### src/sv/stunmap_pkg.sv
// Shared types, protocol constants and helpers for the STUN mapped-address parser.
package stunmap_pkg;

  // Verdict codes, also used for the first header error seen in a packet.
  typedef enum logic [2:0] {
    STAT_OK       = 3'd0,
    STAT_SHORT    = 3'd1,
    STAT_TYPE     = 3'd2,
    STAT_LENGTH   = 3'd3,
    STAT_COOKIE   = 3'd4,
    STAT_TXID     = 3'd5,
    STAT_OVERRUN  = 3'd6,
    STAT_NONE     = 3'd7
  } status_e;

  // Configuration register indexes.
  typedef enum logic [1:0] {
    REG_FAMILY    = 2'd0,
    REG_SEED_HEAD = 2'd1,
    REG_SEED_TAIL = 2'd2
  } cfg_reg_e;

  localparam int unsigned REG_IDX_W  = 2;
  localparam int unsigned CFG_DATA_W = 64;
  localparam int unsigned TXID_BYTES = 12;
  localparam int unsigned ADDR_BYTES = 16;
  localparam int unsigned HDR_BYTES  = 20;
  // Wide enough for an attribute end offset: start + 4 + padded 16-bit length.
  localparam int unsigned SUM_W      = 18;

  localparam logic [31:0] COOKIE       = 32'h2112_a442;
  localparam logic [7:0]  TYPE_HI      = 8'h01;
  localparam logic [7:0]  TYPE_LO      = 8'h01;
  localparam logic [15:0] ATTR_MAPPED  = 16'h0001;
  localparam logic [15:0] ATTR_XMAPPED = 16'h0020;
  localparam logic [1:0]  FAM_V6       = 2'h2;

  // Byte k of the magic cookie, most significant byte first.
  function automatic logic [7:0] cookie_byte(input logic [1:0] k);
    logic [7:0] res;
    unique case (k)
      2'd0:    res = COOKIE[31:24];
      2'd1:    res = COOKIE[23:16];
      2'd2:    res = COOKIE[15:8];
      default: res = COOKIE[7:0];
    endcase
    return res;
  endfunction

endpackage

### src/sv/stun_mapped_address_parser_core.sv
// Top level of the STUN binding-response mapped-address parser.
// Path: a byte is taken into the input register and parsed there; when a packet's last
//   byte is parsed, its verdict is loaded into the verdict register for the master side.
// Throughput: one byte per cycle, set by the single-pass parse stage; the slave side
//   stalls only while a verdict waits on the master side and the next last byte is due.
// Reset: rst_ni is asynchronous and active low; it empties both registers, returns the
//   packet state to its idle values and sets the family to IPv4 and both seeds to zero.
module stun_mapped_address_parser_core #(
  parameter int unsigned MAX_PACKET = 512
) (
  input  logic                                   clk_i,
  input  logic                                   rst_ni,
  // Configuration write port.
  input  logic                                   cfg_we_i,
  input  logic [stunmap_pkg::REG_IDX_W-1:0]      cfg_index_i,
  input  logic [stunmap_pkg::CFG_DATA_W-1:0]     cfg_data_i,
  // Packet bytes in.
  input  logic                                   s_axis_tvalid,
  output logic                                   s_axis_tready,
  input  logic [7:0]                             s_axis_tdata,   // data_byte
  input  logic                                   s_axis_tlast,   // last_byte
  // Verdicts out.
  output logic                                   m_axis_tvalid,
  input  logic                                   m_axis_tready,
  // status[2:0], addr_head[66:3], addr_tail[130:67], mapped_port[146:131], zero fill
  output logic [151:0]                           m_axis_tdata,
  output logic                                   m_axis_tuser    // from_xor
);

  // The byte counter must hold MAX_PACKET itself.
  localparam int unsigned CW    = $clog2(MAX_PACKET + 1);
  localparam int unsigned SUM_W = stunmap_pkg::SUM_W;

  // ---------------------------------------------------------------------------
  // Configuration registers. Write only while idle; the block does not enforce it.
  // ---------------------------------------------------------------------------
  logic [1:0]  family_q;
  logic [63:0] seed_head_q;
  logic [23:0] seed_tail_q;

  always_ff @(posedge clk_i or negedge rst_ni) begin
    if (!rst_ni) begin
      family_q    <= 2'd1;
      seed_head_q <= '0;
      seed_tail_q <= '0;
    end else if (cfg_we_i) begin
      unique case (stunmap_pkg::cfg_reg_e'(cfg_index_i))
        stunmap_pkg::REG_FAMILY:    family_q    <= cfg_data_i[1:0];
        stunmap_pkg::REG_SEED_HEAD: seed_head_q <= cfg_data_i;
        stunmap_pkg::REG_SEED_TAIL: seed_tail_q <= cfg_data_i[23:0];
        default: ;
      endcase
    end
  end

  // ---------------------------------------------------------------------------
  // Input register. The parse stage advances unless it holds a last byte and the
  // verdict register is still full and not being taken.
  // ---------------------------------------------------------------------------
  logic       in_valid_q;
  logic [7:0] in_byte_q;
  logic       in_last_q;
  logic       out_valid_q;
  logic       advance;

  assign advance       = in_valid_q && (!in_last_q || !out_valid_q || m_axis_tready);
  assign s_axis_tready = !in_valid_q || advance;

  always_ff @(posedge clk_i or negedge rst_ni) begin
    if (!rst_ni) begin
      in_valid_q <= 1'b0;
    end else if (s_axis_tready) begin
      in_valid_q <= s_axis_tvalid;
    end
  end

  always_ff @(posedge clk_i) begin
    if (s_axis_tvalid && s_axis_tready) begin
      in_byte_q <= s_axis_tdata;
      in_last_q <= s_axis_tlast;
    end
  end

  // ---------------------------------------------------------------------------
  // Packet state.
  // ---------------------------------------------------------------------------
  logic [CW-1:0]              byte_count_q, byte_count_d;
  logic [15:0]                msg_len_q, msg_len_d;
  stunmap_pkg::status_e       hdr_err_q, hdr_err_d;
  logic [7:0]                 txid_q [stunmap_pkg::TXID_BYTES];
  logic [7:0]                 txid_d [stunmap_pkg::TXID_BYTES];
  logic [CW-1:0]              start_q, start_d;
  logic [15:0]                attr_type_q, attr_type_d;
  logic [15:0]                attr_len_q, attr_len_d;
  logic                       cand_q, cand_d;
  logic [7:0]                 addr_q [stunmap_pkg::ADDR_BYTES];
  logic [7:0]                 addr_d [stunmap_pkg::ADDR_BYTES];
  logic [15:0]                port_q, port_d;
  logic                       found_q, found_d;
  logic                       overrun_q, overrun_d;
  logic                       walk_done_q, walk_done_d;

  // Verdict register.
  stunmap_pkg::status_e       out_status_q, out_status_d;
  logic [63:0]                out_head_q, out_head_d;
  logic [63:0]                out_tail_q, out_tail_d;
  logic [15:0]                out_port_q, out_port_d;
  logic                       out_xor_q, out_xor_d;
  logic                       out_valid_d;

  // Working signals of the parse stage.
  logic                       take;
  logic                       verdict;
  logic [CW-1:0]              p;
  logic [CW-1:0]              start;
  logic [CW-1:0]              rel;
  logic [CW-1:0]              vi;
  logic [3:0]                 k;
  logic [3:0]                 hdr_idx;
  logic [CW-1:0]              alen;
  logic                       xr;
  logic [7:0]                 mask;
  logic [SUM_W-1:0]           attr_end;
  logic [87:0]                seed_vec;
  logic [7:0]                 seed_byte;

  assign take    = advance && (byte_count_q < CW'(MAX_PACKET));
  assign verdict = advance && in_last_q;
  assign p       = byte_count_q;
  // A header byte index runs over the transaction id starting at byte 8.
  assign hdr_idx  = 4'(p - CW'(8));
  assign seed_vec = {seed_head_q, seed_tail_q};
  assign seed_byte = seed_vec[(7'd87 - {hdr_idx, 3'b000}) -: 8];
  // The padded end of the current attribute's value.
  assign attr_end = SUM_W'(start_q) + SUM_W'(4)
                  + ((SUM_W'(attr_len_q) + SUM_W'(3)) & ~SUM_W'(3));
  assign alen = (family_q == stunmap_pkg::FAM_V6) ? CW'(16) : CW'(4);
  assign xr   = (attr_type_q == stunmap_pkg::ATTR_XMAPPED);

  always_comb begin
    byte_count_d = byte_count_q;
    msg_len_d    = msg_len_q;
    hdr_err_d    = hdr_err_q;
    txid_d       = txid_q;
    start_d      = start_q;
    attr_type_d  = attr_type_q;
    attr_len_d   = attr_len_q;
    cand_d       = cand_q;
    addr_d       = addr_q;
    port_d       = port_q;
    found_d      = found_q;
    overrun_d    = overrun_q;
    walk_done_d  = walk_done_q;
    start        = start_q;
    rel          = '0;
    vi           = '0;
    k            = '0;
    mask         = '0;

    if (take) begin
      byte_count_d = byte_count_q + CW'(1);
      if (p < CW'(stunmap_pkg::HDR_BYTES)) begin
        // Fixed header: type, length, cookie, transaction id.
        if (p == CW'(0)) begin
          if (in_byte_q != stunmap_pkg::TYPE_HI && hdr_err_d == stunmap_pkg::STAT_OK)
            hdr_err_d = stunmap_pkg::STAT_TYPE;
        end else if (p == CW'(1)) begin
          if (in_byte_q != stunmap_pkg::TYPE_LO && hdr_err_d == stunmap_pkg::STAT_OK)
            hdr_err_d = stunmap_pkg::STAT_TYPE;
        end else if (p == CW'(2)) begin
          msg_len_d = {in_byte_q, 8'h00};
        end else if (p == CW'(3)) begin
          msg_len_d = {msg_len_q[15:8], in_byte_q};
        end else if (p < CW'(8)) begin
          if (in_byte_q != stunmap_pkg::cookie_byte(p[1:0])
              && hdr_err_d == stunmap_pkg::STAT_OK)
            hdr_err_d = stunmap_pkg::STAT_COOKIE;
        end else begin
          txid_d[hdr_idx] = in_byte_q;
          // The last transaction id byte is not compared with the seed.
          if (p < CW'(8 + stunmap_pkg::TXID_BYTES - 1) && in_byte_q != seed_byte
              && hdr_err_d == stunmap_pkg::STAT_OK)
            hdr_err_d = stunmap_pkg::STAT_TXID;
        end
      end else if (!found_q && !walk_done_q) begin
        // Attribute walk: step to the next attribute at the padded end.
        if (SUM_W'(p) == attr_end) begin
          start   = p;
          start_d = p;
        end
        if (p == start && SUM_W'(start) + SUM_W'(4)
            > SUM_W'(stunmap_pkg::HDR_BYTES) + SUM_W'(msg_len_q)) begin
          // No further attribute fits the declared length.
          walk_done_d = 1'b1;
          overrun_d   = 1'b0;
        end else begin
          rel = p - start;
          if (rel == CW'(0)) begin
            attr_type_d = {in_byte_q, 8'h00};
          end else if (rel == CW'(1)) begin
            attr_type_d = {attr_type_q[15:8], in_byte_q};
          end else if (rel == CW'(2)) begin
            attr_len_d = {in_byte_q, 8'h00};
          end else if (rel == CW'(3)) begin
            attr_len_d = {attr_len_q[15:8], in_byte_q};
            cand_d = (attr_type_q == stunmap_pkg::ATTR_XMAPPED
                      || attr_type_q == stunmap_pkg::ATTR_MAPPED)
                     && attr_len_d >= 16'(4) + 16'(alen);
          end else if (cand_q) begin
            vi = rel - CW'(4);
            if (vi == CW'(1)) begin
              if (in_byte_q != {6'b0, family_q}) cand_d = 1'b0;
            end else if (vi == CW'(2)) begin
              port_d = {in_byte_q, 8'h00};
            end else if (vi == CW'(3)) begin
              port_d = {port_q[15:8], in_byte_q}
                     ^ (xr ? stunmap_pkg::COOKIE[31:16] : 16'h0000);
            end else if (vi >= CW'(4) && vi < CW'(4) + alen) begin
              k = 4'(vi - CW'(4));
              if (xr) begin
                mask = (k < 4'd4) ? stunmap_pkg::cookie_byte(k[1:0])
                                  : txid_q[4'(k - 4'd4)];
              end
              addr_d[k] = in_byte_q ^ mask;
            end
            if (cand_d && SUM_W'(rel) == SUM_W'(3) + SUM_W'(attr_len_q)) found_d = 1'b1;
          end
          overrun_d = !found_d && rel >= CW'(3)
                      && SUM_W'(rel) < SUM_W'(3) + SUM_W'(attr_len_d);
        end
      end
    end

    // Verdict from the state as it stands after this byte.
    priority if (byte_count_d < CW'(stunmap_pkg::HDR_BYTES))
      out_status_d = stunmap_pkg::STAT_SHORT;
    else if (hdr_err_d == stunmap_pkg::STAT_TYPE)
      out_status_d = stunmap_pkg::STAT_TYPE;
    else if (SUM_W'(stunmap_pkg::HDR_BYTES) + SUM_W'(msg_len_d) > SUM_W'(byte_count_d))
      out_status_d = stunmap_pkg::STAT_LENGTH;
    else if (hdr_err_d != stunmap_pkg::STAT_OK)
      out_status_d = hdr_err_d;
    else if (found_d)
      out_status_d = stunmap_pkg::STAT_OK;
    else if (overrun_d)
      out_status_d = stunmap_pkg::STAT_OVERRUN;
    else
      out_status_d = stunmap_pkg::STAT_NONE;

    out_head_d = '0;
    out_tail_d = '0;
    out_port_d = '0;
    out_xor_d  = 1'b0;
    if (out_status_d == stunmap_pkg::STAT_OK) begin
      for (int i = 0; i < 8; i++) begin
        out_head_d[63 - 8 * i -: 8] = addr_d[i];
        out_tail_d[63 - 8 * i -: 8] = addr_d[i + 8];
      end
      out_port_d = port_d;
      out_xor_d  = (attr_type_d == stunmap_pkg::ATTR_XMAPPED);
    end

    // A verdict returns all packet state to idle.
    if (verdict) begin
      byte_count_d = '0;
      msg_len_d    = '0;
      hdr_err_d    = stunmap_pkg::STAT_OK;
      start_d      = CW'(stunmap_pkg::HDR_BYTES);
      attr_type_d  = '0;
      attr_len_d   = '0;
      cand_d       = 1'b0;
      port_d       = '0;
      found_d      = 1'b0;
      overrun_d    = 1'b0;
      walk_done_d  = 1'b0;
      for (int i = 0; i < stunmap_pkg::TXID_BYTES; i++) txid_d[i] = '0;
      for (int i = 0; i < stunmap_pkg::ADDR_BYTES; i++) addr_d[i] = '0;
    end

    if (verdict)            out_valid_d = 1'b1;
    else if (m_axis_tready) out_valid_d = 1'b0;
    else                    out_valid_d = out_valid_q;
  end

  always_ff @(posedge clk_i or negedge rst_ni) begin
    if (!rst_ni) begin
      byte_count_q <= '0;
      msg_len_q    <= '0;
      hdr_err_q    <= stunmap_pkg::STAT_OK;
      start_q      <= CW'(stunmap_pkg::HDR_BYTES);
      attr_type_q  <= '0;
      attr_len_q   <= '0;
      cand_q       <= 1'b0;
      port_q       <= '0;
      found_q      <= 1'b0;
      overrun_q    <= 1'b0;
      walk_done_q  <= 1'b0;
      out_valid_q  <= 1'b0;
      for (int i = 0; i < stunmap_pkg::TXID_BYTES; i++) txid_q[i] <= '0;
      for (int i = 0; i < stunmap_pkg::ADDR_BYTES; i++) addr_q[i] <= '0;
    end else begin
      byte_count_q <= byte_count_d;
      msg_len_q    <= msg_len_d;
      hdr_err_q    <= hdr_err_d;
      start_q      <= start_d;
      attr_type_q  <= attr_type_d;
      attr_len_q   <= attr_len_d;
      cand_q       <= cand_d;
      port_q       <= port_d;
      found_q      <= found_d;
      overrun_q    <= overrun_d;
      walk_done_q  <= walk_done_d;
      out_valid_q  <= out_valid_d;
      txid_q       <= txid_d;
      addr_q       <= addr_d;
    end
  end

  // Verdict payload, loaded only when a packet closes.
  always_ff @(posedge clk_i) begin
    if (verdict) begin
      out_status_q <= out_status_d;
      out_head_q   <= out_head_d;
      out_tail_q   <= out_tail_d;
      out_port_q   <= out_port_d;
      out_xor_q    <= out_xor_d;
    end
  end

  assign m_axis_tvalid = out_valid_q;
  assign m_axis_tdata  = {5'b0, out_port_q, out_tail_q, out_head_q, out_status_q};
  assign m_axis_tuser  = out_xor_q;

  // ---------------------------------------------------------------------------
  // Assertions.
  // ---------------------------------------------------------------------------
  a_found_not_overrun : assert property (@(posedge clk_i) disable iff (!rst_ni)
    found_q |-> !overrun_q)
    else $error("found and overrun flags both set");

  a_verdict_shows : assert property (@(posedge clk_i) disable iff (!rst_ni)
    verdict |=> m_axis_tvalid)
    else $error("closed packet produced no verdict");

  a_verdict_clears : assert property (@(posedge clk_i) disable iff (!rst_ni)
    verdict |=> (byte_count_q == '0 && !found_q && !walk_done_q
                 && hdr_err_q == stunmap_pkg::STAT_OK))
    else $error("packet state not cleared after verdict");

  a_count_bound : assert property (@(posedge clk_i) disable iff (!rst_ni)
    byte_count_q <= CW'(MAX_PACKET))
    else $error("byte count beyond packet limit");

  a_fail_zero : assert property (@(posedge clk_i) disable iff (!rst_ni)
    (out_valid_q && out_status_q != stunmap_pkg::STAT_OK)
      |-> (out_head_q == '0 && out_tail_q == '0 && out_port_q == '0 && !out_xor_q))
    else $error("failed verdict carries address data");

endmodule

### config.mk
export PLATFORM = sky130hd
export DESIGN_NAME = stun_mapped_address_parser_core
export DESIGN_NICKNAME = d
export VERILOG_FILES = /design/src/sv/stunmap_pkg.sv /design/src/sv/stun_mapped_address_parser_core.sv
export SDC_FILE = /design/constraint.sdc
export NUM_CORES = 1
export LEC_CHECK = 0
export BUFFER_PORTS_ARGS = -buffer_cell sky130_fd_sc_hd__buf_2
export CORE_AREA = 2 2 341 343
export DETAILED_ROUTE_END_ITERATION = 6
export DIE_AREA = 0 0 343 345
export PLACE_DENSITY = 0.43
export SYNTH_ARGS = -nofsm -noshare
export SYNTH_HDL_FRONTEND = slang
export SYNTH_SLANG_ARGS = --single-unit
### constraint.sdc
create_clock -name clk_i -period 8.9 [get_ports clk_i]
set_input_delay 0.89 -clock clk_i [delete_from_list [all_inputs] [get_ports clk_i]]
set_output_delay 0.89 -clock clk_i [all_outputs]
set_load 0.05 [all_outputs]
==> qor.yml, run 1 <==
run_status:
  outcome: "finished, final reports clean"
global_route:
  number_of_global_route_vias_before_repair: 21300
  globalRoute.totalOverflow: 0
  grt_total_usage_pct: 15.1
  number_of_antenna_violations_at_the_first_check_in_global_routing: 7
  grt_first_pass_wirelength_um: 137000
  pin_count_of_the_biggest_net_entering_global_routing: 197
routing:
  postRouteAntennaNets: 0
  route.detailed.wl_per_inst_um: 20.3
  viasPerCell: 4.68
  postRouteWirelength_um: 91100
  detailroute.via_count: 21000
  dr.first_iter.drc_count: 1369
  drc_viols: 0
  detailedRoute.firstPassIterationCount: 6
power:
  ir_drop_mv: 0.153
  netSwitchingPower_mw: 2.57
  seq_power_share_pct: 37.0
  switching_share_pct: 32.6
  power.total_mw: 7.89
  power_density_nw_per_um2: 227
  internal-power_mw: 5.31
  p_comb_share_pct: 25.0
  leakage_nw: 15.1
  p_clk_share_pct: 38.0
clock_tree:
  cts_made_buffers: 71
  cts_tree: "done"
  worst_setup_hold_path_clk_slew_ns: 0.06
  root_buffer: "sky130_fd_sc_hd__clkbuf_16"
  htree_num_levels: 3
  cts.sinks: 564
  clk_latency_ns: 0.66
  clock_path_buffers: 3
placed_design:
  port_buffers: 229
  dpl_worst_slack_ns: -0.0564
  place_hpwl_um: 60500
  placed_cells: 4331
  weighted_congestion_at_the_end_of_routability_driven_global_placement: 0.881
timing:
  period_minus_slack_ns: 8.49
  tightest_slew_ns: 1.17
  hold_violations: 0
  maxSlewViolCount: 0
  final_critical_path_share_of_the_clock_period_pct: 95.4
  clock.fmax_mhz: 118
  rel_slew_slack_pct: 21.7
  finalSetupViolations: 0
  final.hold.worst_slack_ns: 0.214
  fin_skew_ns: 0.0755
  finalWorstSetupSlack_ns: 0.407
yosys:
  muxShareOfSynthArea_pct: 14.0
  async_flop_share_pct: 72.2
  synth-seq-area-share_pct: 52.3
  ys_dominant_reg_cell: "sky130_fd_sc_hd__dfrtp_1"
  post_synth.cell_area_avg_um2: 10.7
  synthesis.area_um2: 28500
  yosysUniqueCellTypes: 95
  post_synth_xor_area_fraction_pct: 3.26
  yosys_register_bits: 564
  synth-compound-area-share_pct: 7.59
  syn-instance-count: 2659
  synth-edff-count: 157
  yosysWarningCount: 0
  synth_adder_area_share_pct: 3.56
  synthSimpleGateAreaFrac_pct: 16.0
  synth_top_family_by_area: "simple AND/OR/NAND/NOR gates"
floorplan:
  initial_core_util_pct: 24.7
  fp.dieH_um: 345
  design.portCount: 235
  fp.dieW_um: 343
  design.die.area_um2: 118000
  placementRows: 125
  coreArea_um2: 115000
layout:
  syn2layout_area_growth_pct: 22.2
  post_layout_nonfiller_instances: 4486
  final_core_util_pct: 30.2
  final_layout_size_suffix_gt1_share_pct: 24.0
  finalNetCount: 3063
  layout.cells.most_common: "sky130_fd_sc_hd__nor2_1"
  final_cell_mix: "sky130_fd_sc_hd__nor2_1 (448), sky130_fd_sc_hd__dfrtp_1 (398), sky130_fd_sc_hd__buf_2 (228)"
setup_path:
  worstPathArrival_ns: 9.02
  critPathMaxFanout: 7
  timing.reg2reg.setup_slack_ns: 0.41
  worst_setup_path_end_kind: "register"
  worst_path_max_delay_cell: "sky130_fd_sc_hd__or4_1"
  critPathRequiredTime_ns: 9.42
  worstRegToRegCells: 39
  path_class: "reg2reg"
  worstSetupStartpointType: "register"
  worst_path_largest_cell_delay_ns: 0.53
run:
  max_cap_violations: 0
worst_hold_path:
  hold_class: "in2async"
-- routing by layer --
layer | vias to the layer above | routed length (um) | track usage [%]
met2 | 537 | 42800 | 24.7
met5 | - | 61 | 0
met4 | 10 | 2160 | 4.12
met3 | 133 | 4330 | 2.64
met1 | 10500 | 41800 | 20.5
li1 | 9829 | - | -
-- through the flow --
| step | area [um^2] | setup TNS, ns |
|---|---|---|
| 3_5_place_dp | 31700 | -0.0564 |
| 2_1_floorplan | 28500 | 0 |
| 6_report | 34800 | 0 |
| 3_3_place_gp | 31700 | 0 |
| 4_1_cts | 34200 | 0 |
| 5_1_grt | 34800 | -0.0724 |
-- path summary, 6_finish.rpt --
check	from	end
worst min-delay path	rst_ni	txid_q[83]
worst min register to register	seed_head_q[6]	seed_head_q[6]
worst max-delay path	attr_len_q[1]	out_status_q[0]
worst max register to register	attr_len_q[1]	out_status_q[0]
max in group asynchronous	rst_ni	addr_q[0]
min in group clk_i	s_axis_tdata[2]	in_byte_q[2]
-- state kept, by name, indices dropped and copies added (netlist names), 3 cells and up --
register and count:
addr_q 128, txid_q 96, out_head_q 64, out_tail_q 64, seed_head_q 64, seed_tail_q 24
attr_len_q 16, attr_type_q 16, msg_len_q 16, out_port_q 16, port_q 16, byte_count_q 10
start_q 10, in_byte_q 8, hdr_err_q 3, out_status_q 3
-- kinds of logic (layout without fill, tap and decap cells) --
| logic type | after synthesis | count (layout) |
|---|---|---|
| AO/OA/AOI/OAI | 346 | 346 |
| XOR/XNOR | 106 | 106 |
| adder cells (fa/ha/maj) | 80 | 80 |
| buffers and inverters | 220 | 518 |
| flip-flops | 564 | 564 |
| multiplexers | 334 | 334 |
| other | 1 | 6 |
| AND/OR/NAND/NOR | 1008 | 1008 |
-- final cells by class --
class / instances / area (um^2)
Clock inverter: 34 / 457
Antenna cell: 1 / 2.50
Clock buffer: 96 / 1990
Fill cell: 12000 / 80300
Multi-Input combinational cell: 1879 / 13200
Inverter: 37 / 146
Tap cell: 1524 / 1910
Sequential cell: 564 / 14900
Timing Repair Buffer: 351 / 2210
-- synth_stat cells, types with 7 or more instances --
master	n	area share (%)
sky130_fd_sc_hd__nor2_1	452	6.0
sky130_fd_sc_hd__xor2_1	33	1.0
sky130_fd_sc_hd__a21oi_1	156	2.7
sky130_fd_sc_hd__a211oi_1	17	0.45
sky130_fd_sc_hd__inv_1	36	0.47
sky130_fd_sc_hd__a22oi_1	17	0.45
sky130_fd_sc_hd__o21ai_0	53	0.93
sky130_fd_sc_hd__o211ai_1	9	0.24
sky130_fd_sc_hd__a21o_1	9	0.24
sky130_fd_sc_hd__nor4_1	19	0.42
sky130_fd_sc_hd__nor3_1	23	0.40
sky130_fd_sc_hd__dfrtp_1	404	36
sky130_fd_sc_hd__clkbuf_1	138	1.8
sky130_fd_sc_hd__mux2i_1	190	6.7
sky130_fd_sc_hd__buf_1	15	0.20
sky130_fd_sc_hd__nand3_1	119	2.1
sky130_fd_sc_hd__xnor2_1	73	2.2
sky130_fd_sc_hd__mux2_2	103	4.1
sky130_fd_sc_hd__nor2b_1	21	0.46
sky130_fd_sc_hd__or4_1	11	0.29
sky130_fd_sc_hd__nor3b_1	8	0.21
sky130_fd_sc_hd__a31oi_1	11	0.24
sky130_fd_sc_hd__or3_1	11	0.24
sky130_fd_sc_hd__buf_2	19	0.33
sky130_fd_sc_hd__ha_1	77	3.4
sky130_fd_sc_hd__nand3b_1	9	0.24
sky130_fd_sc_hd__or2_2	7	0.15
sky130_fd_sc_hd__and3_1	11	0.24
sky130_fd_sc_hd__nand2b_1	21	0.46
sky130_fd_sc_hd__o21a_1	7	0.18
sky130_fd_sc_hd__nand4_1	20	0.44
sky130_fd_sc_hd__mux4_2	40	3.2
sky130_fd_sc_hd__edfxtp_1	157	17
sky130_fd_sc_hd__and2_1	24	0.53
sky130_fd_sc_hd__nand2_1	226	3.0
-- critical path, delay by kind of cell (launching register included) --
kind	cells	cell delay, ns
xor gates and xnor gates	3	0.61
buffers and inverters	4	0.44
and+or+nand+nor	15	3.17
AOI/OAI and AO/OA	10	1.78
DFF	1	0.40
muxes	2	0.47
adders and majority gates	5	1.51
-- timing repair --
action                     CTS  global route
pin swaps                    0            41
gates cloned                 0             0
hold buffers                 0             0
setup buffers                0            25
resized for setup            3            73
setup endpoints to repair    1            15
-- power by group through the flow --
stage / clock (mW) / sequential (mW) / combinational (mW)
6_report: 3.00 / 2.92 / 1.97
5_1_grt: 3.19 / 2.93 / 2.15
4_1_cts: 3.09 / 2.92 / 1.99
3_5_place_dp: 0 / 2.96 / 1.99
3_3_place_gp: 0 / 2.96 / 1.99
2_1_floorplan: 0 / 3.03 / 1.23
Note: power is estimated with default switching activity, not from simulation.
==> run 2, diff against run 1 <==
CTS_CLUSTER_SIZE = 25   (was not set)
RECOVER_POWER = 50   (was not set)
==> qor.yml, run 2 (synthesis results as in run 1) <==
run_status:
  outcome: "finished, violations left"  # was finished, final reports clean
  violations: "capacitance limit, slew limit"
placed_design:
  placed_cells: 4331  # unchanged
  place_hpwl_um: 60500  # unchanged
  port_buffers: 229  # unchanged
  weighted_congestion_at_the_end_of_routability_driven_global_placement: 0.881  # unchanged
clock_tree:
  cts_tree: "done"  # unchanged
  clk_latency_ns: 0.66  # about the same
  cts_made_buffers: 71  # unchanged
  htree_num_levels: 3  # unchanged
  worst_setup_hold_path_clk_slew_ns: 0.06  # about the same
  cts.sinks: 564  # unchanged
  clock_path_buffers: 3  # unchanged
  root_buffer: "sky130_fd_sc_hd__clkbuf_16"  # unchanged
power:
  power_density_nw_per_um2: 228  # was 227 nW/um^2
  seq_power_share_pct: 37.0  # about the same
  netSwitchingPower_mw: 2.57  # about the same
  switching_share_pct: 32.6  # about the same
  leakage_nw: 14.6  # was 15.1 nW
  power.total_mw: 7.88  # was 7.89 mW
  p_comb_share_pct: 24.9  # was 25.0%
  p_clk_share_pct: 38.1  # was 38.0%
  ir_drop_mv: 0.153  # about the same
  internal-power_mw: 5.31  # about the same
global_route:
  pin_count_of_the_biggest_net_entering_global_routing: 197  # unchanged
  use_met1_pct: 20.5  # unchanged
  grt_util_met3_pct: 2.64  # unchanged
  number_of_global_route_vias_before_repair: 21300  # unchanged
  grt_first_pass_wirelength_um: 137000  # unchanged
  globalRoute.totalOverflow: 0  # unchanged
  grt_total_usage_pct: 15.1  # unchanged
  number_of_antenna_violations_at_the_first_check_in_global_routing: 7  # unchanged
  global_route.usage.met2_pct: 24.7  # unchanged
  grt_busiest_layer: "met2"  # unchanged
timing:
  hold_violations: 0  # unchanged
  tightest_slew_ns: 5.09  # was 1.17 ns
  rel_slew_slack_pct: -240  # was 21.7%
  finalSetupTns_ns: 0  # unchanged
  fin_skew_ns: 0.0767  # was 0.0755 ns
  finalSetupViolations: 0  # unchanged
  clock.fmax_mhz: 118  # about the same
  final_critical_path_share_of_the_clock_period_pct: 95.4  # about the same
  maxSlewViolCount: 463  # was 0
  period_minus_slack_ns: 8.49  # about the same
  final.hold.worst_slack_ns: 0.428  # was 0.214 ns
routing:
  drc_viols: 0  # unchanged
  viasPerCell: 4.66  # was 4.68
  detailedRoute.firstPassIterationCount: 5  # was 6
  postRouteWirelength_um: 91400  # was 91100 um
  route.detailed.wl_per_inst_um: 20.4  # was 20.3 um
  dr.first_iter.drc_count: 1356  # was 1369
  postRouteAntennaNets: 0  # unchanged
  detailroute.via_count: 20900  # was 21000
layout:
  top_register_by_number_of_flip_flops: "addr_q"  # unchanged
  largest_register_ff_count: 128  # unchanged
  syn2layout_area_growth_pct: 21.4  # was 22.2%
  finalNetCount: 3063  # unchanged
  final_layout_size_suffix_gt1_share_pct: 18.8  # was 24.0%
  post_layout_nonfiller_instances: 4486  # unchanged
  final_cell_mix: "sky130_fd_sc_hd__nor2_1 (448), sky130_fd_sc_hd__dfrtp_1 (398), sky130_fd_sc_hd__nand2_1 (226)"  # was sky130_fd_sc_hd__nor2_1 (448), sky130_fd_sc_hd__dfrtp_1 (398), sky130_fd_sc_hd__buf_2 (228)
  layout.cells.most_common: "sky130_fd_sc_hd__nor2_1"  # unchanged
  final_core_util_pct: 30.0  # was 30.2%
  largest_registers: "addr_q: 128 flops, txid_q: 96 flops"  # unchanged
setup_path:
  critPathMaxFanout: 7  # unchanged
  critical_path.top_delay_family: "simple AND/OR/NAND/NOR gates"  # unchanged
  worst_path_max_delay_cell: "sky130_fd_sc_hd__or4_1"  # unchanged
  worstPathArrival_ns: 9.01  # was 9.02 ns
  path_class: "reg2reg"  # unchanged
  critPathRequiredTime_ns: 9.42  # about the same
  cp_num_buf_inv: 4  # unchanged
  worstSetupStartpointType: "register"  # unchanged
  worst_setup_path_end_kind: "register"  # unchanged
  worst_path_largest_cell_delay_ns: 0.53  # about the same
floorplan:
  design.portCount: 235  # unchanged
  fp.dieW_um: 343  # unchanged
  design.die.area_um2: 118000  # unchanged
  placementRows: 125  # unchanged
  coreArea_um2: 115000  # unchanged
  initial_core_util_pct: 24.7  # unchanged
  fp.dieH_um: 345  # unchanged
run:
  max_cap_violations: 6  # was 0
worst_hold_path:
  hold_class: "in2reg"  # was in2async
==> run 2: metrics by stage <==
stage | setup WS, ns | instance area (um^2)
finish | 0.406 | 34600
global route | -0.0724 | 34600
global placement | 0.0152 | 31700
floorplan | 0.247 | 28500
detailed placement | -0.0564 | 31700
CTS | 0.0317 | 34200
==> run 2: cell type report <==
| class | instances | area [um^2] |
|---|---|---|
| sequential | 564 | 14900 |
| multi-input combinational | 1879 | 13200 |
| antenna | 1 | 2.50 |
| clock buffer | 96 | 1990 |
| timing repair buffer | 351 | 1980 |
| clock inverter | 34 | 457 |
| fill | 12100 | 80500 |
| inverter | 37 | 140 |
| tap | 1524 | 1910 |
==> run 2: final timing paths <==
path,end,cells past startpoint,slack [ns],start
max in group asynchronous,byte_count_q[0],2,2.49,rst_ni
setup / recovery,out_status_q[0],39,0.41,attr_len_q[1]
hold reg to reg,seed_head_q[6],1,0.50,seed_head_q[6]
setup reg to reg,out_status_q[0],39,0.41,attr_len_q[1]
hold / removal,in_byte_q[2],1,0.43,s_axis_tdata[2]
min in group asynchronous,txid_q[83],1,1.53,rst_ni
==> run 2: what timing repair did <==
action / 4_1_cts / 5_1_grt
gates resized for setup: 3 / 73
hold buffers: 0 / 0
buffers inserted: 0 / 25
setup endpoints to repair: 1 / 15
pin swaps: 0 / 41
==> run 2: per-layer routing <==
layer | routed length, um | vias up
met3 | 4430 | 144
met1 | 41900 | 10400
met4 | 2220 | 10
met2 | 42800 | 514
li1 | - | 9836
met5 | 64 | -
==> run 2: power by group through the flow <==
stage               logic, mW  clock network [mW]  registers [mW]
floorplan                1.23                   0            3.03
global placement         1.99                   0            2.96
detailed placement       1.99                   0            2.96
CTS                      1.99                3.09            2.92
global route             2.14                3.19            2.94
finish                   1.96                3.00            2.92
==> run 3, diff against run 2 <==
PLACE_DENSITY = 0.4   (was 0.43)
==> qor.yml, run 3 (synthesis results as in run 1) <==
routing:
  dr.first_iter.drc_count: 1391  # was 1356
  detailedRoute.firstPassIterationCount: 5  # unchanged
  route.detailed.wl_per_inst_um: 20.6  # was 20.4 um
  postRouteAntennaNets: 0  # unchanged
  drc_viols: 0  # unchanged
  postRouteWirelength_um: 92100  # was 91400 um
  viasPerCell: 4.72  # was 4.66
  detailroute.via_count: 21200  # was 20900
clock_tree:
  clk_latency_ns: 0.64  # was 0.66 ns
  htree_num_levels: 3  # unchanged
  cts_tree: "done"  # unchanged
  cts_hold_buf: 0  # unchanged
  worst_setup_hold_path_clk_slew_ns: 0.07  # was 0.06 ns
  cts.sinks: 564  # unchanged
  root_buffer: "sky130_fd_sc_hd__clkbuf_16"  # unchanged
  clock_path_buffers: 3  # unchanged
  cts_made_buffers: 70  # was 71
layout:
  syn2layout_area_growth_pct: 20.6  # was 21.4%
  largest_register_ff_count: 128  # unchanged
  top_register_by_number_of_flip_flops: "addr_q"  # unchanged
  final_cell_mix: "sky130_fd_sc_hd__nor2_1 (447), sky130_fd_sc_hd__dfrtp_1 (399), sky130_fd_sc_hd__nand2_1 (226)"  # was sky130_fd_sc_hd__nor2_1 (448), sky130_fd_sc_hd__dfrtp_1 (398), sky130_fd_sc_hd__nand2_1 (226)
  layout.cells.most_common: "sky130_fd_sc_hd__nor2_1"  # unchanged
  final_layout_size_suffix_gt1_share_pct: 18.0  # was 18.8%
  finalNetCount: 3058  # was 3063
  largest_registers: "addr_q: 128 flops, txid_q: 96 flops"  # unchanged
  nFillCells: 12100  # about the same
power:
  leakage_nw: 14.6  # about the same
  power.total_mw: 7.78  # was 7.88 mW
  seq_power_share_pct: 37.6  # was 37.0%
  ir_drop_mv: 0.125  # was 0.153 mV
  internal-power_mw: 5.24  # was 5.31 mW
  netSwitchingPower_mw: 2.54  # was 2.57 mW
  power_density_nw_per_um2: 226  # was 228 nW/um^2
  p_clk_share_pct: 37.4  # was 38.1%
  switching_share_pct: 32.6  # about the same
  p_comb_share_pct: 25.0  # was 24.9%
setup_path:
  critPathRequiredTime_ns: 9.27  # was 9.42 ns
  worst_path_largest_cell_delay_ns: 0.41  # was 0.53 ns
  timing.reg2reg.setup_slack_ns: 0.42  # was 0.41 ns
  worstPathArrival_ns: 8.86  # was 9.01 ns
  worstSetupStartpointType: "register"  # unchanged
  path_class: "reg2reg"  # unchanged
  worst_setup_path_end_kind: "register"  # unchanged
  worst_path_max_delay_cell: "sky130_fd_sc_hd__a211o_4"  # was sky130_fd_sc_hd__or4_1
  critPathMaxFanout: 7  # unchanged
timing:
  period_minus_slack_ns: 8.48  # was 8.49 ns
  clock.fmax_mhz: 118  # about the same
  hold_violations: 0  # unchanged
  rel_slew_slack_pct: -309  # was -240%
  finalSetupViolations: 0  # unchanged
  fin_skew_ns: 0.0328  # was 0.0767 ns
  final_critical_path_share_of_the_clock_period_pct: 95.3  # was 95.4%
  maxSlewViolCount: 627  # was 463
  tightest_slew_ns: 6.13  # was 5.09 ns
  final.hold.worst_slack_ns: 0.431  # was 0.428 ns
placed_design:
  place_hpwl_um: 61700  # was 60500 um
  weighted_congestion_at_the_end_of_routability_driven_global_placement: 0.854  # was 0.881
  port_buffers: 229  # unchanged
run_status:
  violations: "capacitance limit, slew limit"  # unchanged
  outcome: "finished, violations left"  # unchanged
floorplan:
  placementRows: 125  # unchanged
  design.portCount: 235  # unchanged
  fp.dieW_um: 343  # unchanged
  design.die.area_um2: 118000  # unchanged
  initial_core_util_pct: 24.7  # unchanged
  coreArea_um2: 115000  # unchanged
  fp.dieH_um: 345  # unchanged
worst_hold_path:
  hold_class: "in2reg"  # unchanged
run:
  max_cap_violations: 6  # unchanged
global_route:
  number_of_global_route_vias_before_repair: 21900  # was 21300
  grt_first_pass_wirelength_um: 140000  # was 137000 um
  grt_total_usage_pct: 15.3  # was 15.1%
  pin_count_of_the_biggest_net_entering_global_routing: 205  # was 197
  globalRoute.totalOverflow: 0  # unchanged
  number_of_antenna_violations_at_the_first_check_in_global_routing: 9  # was 7
==> run 3: final timing paths <==
check / startpoint / endpoint / depth (start not counted)
max in group asynchronous: rst_ni / addr_q[39] / 3
min in group asynchronous: rst_ni / seed_tail_q[21] / 1
min reg2reg: seed_head_q[54] / seed_head_q[54] / 1
max: attr_len_q[0] / out_status_q[0] / 43
min: s_axis_tlast / in_last_q / 1
max reg2reg: attr_len_q[0] / out_status_q[0] / 43
==> run 3: power groups by stage <==
stage | clock, mW | sequential (mW) | combinational, mW
floorplan | 0 | 3.03 | 1.23
global placement | 0 | 2.96 | 1.96
detailed placement | 0 | 2.97 | 1.97
finish | 2.91 | 2.93 | 1.94
global route | 3.09 | 2.94 | 2.15
CTS | 3.00 | 2.92 | 1.98
==> run 3: critical path, delay by kind of cell, from the launching register on <==
kind / cells / cell delay, ns
simple gates: 13 / 1.88
fa+ha+maj: 6 / 1.58
compound gates: 19 / 3.33
flops: 1 / 0.35
mux: 2 / 0.66
buf+inv: 1 / 0.08
xor+xnor: 2 / 0.32
==> run 3: cell type report <==
type | instances | area, um^2 | area share, %
diodes | 5 | 12.5 | 0.0364
clock buffers | 97 | 1950 | 5.69
clock inverters | 29 | 408 | 1.19
inverters | 37 | 140 | 0.408
multi-input cells | 1879 | 13100 | 38.2
flip-flops and latches | 564 | 14900 | 43.4
well taps | 1524 | 1910 | 5.55
repair buffers | 347 | 1890 | 5.50
==> run 3: layer usage <==
layer | part of all wire [%] | global-route usage [%] | wire (um)
met1 | 45 | 20.6 | 41200
met5 | 0.030 | 0 | 28
met4 | 1.9 | 3.50 | 1790
met3 | 4.8 | 2.47 | 4430
met2 | 49 | 25.7 | 44700
==> run 3: through the flow <==
step           instances  worst slack [ns]  setup TNS (ns)  util (%)  cell area [um^2]
4_1_cts             4458            0.0158               0      29.6             34100
6_report            4482             0.416               0      29.8             34300
3_3_place_gp        4332            0.0463               0      27.5             31700
5_1_grt             4479            -0.103          -0.103      29.8             34300
3_5_place_dp        4332           -0.0136         -0.0136      27.5             31700
2_1_floorplan       2663             0.247               0         -             28500
==> run 3: timing repair <==
item                                    CTS  global route
buffers inserted                          0            19
cloned                                    0             0
resized for setup                         4            65
pin swaps                                 0            32
endpoints found under the setup margin    1            43
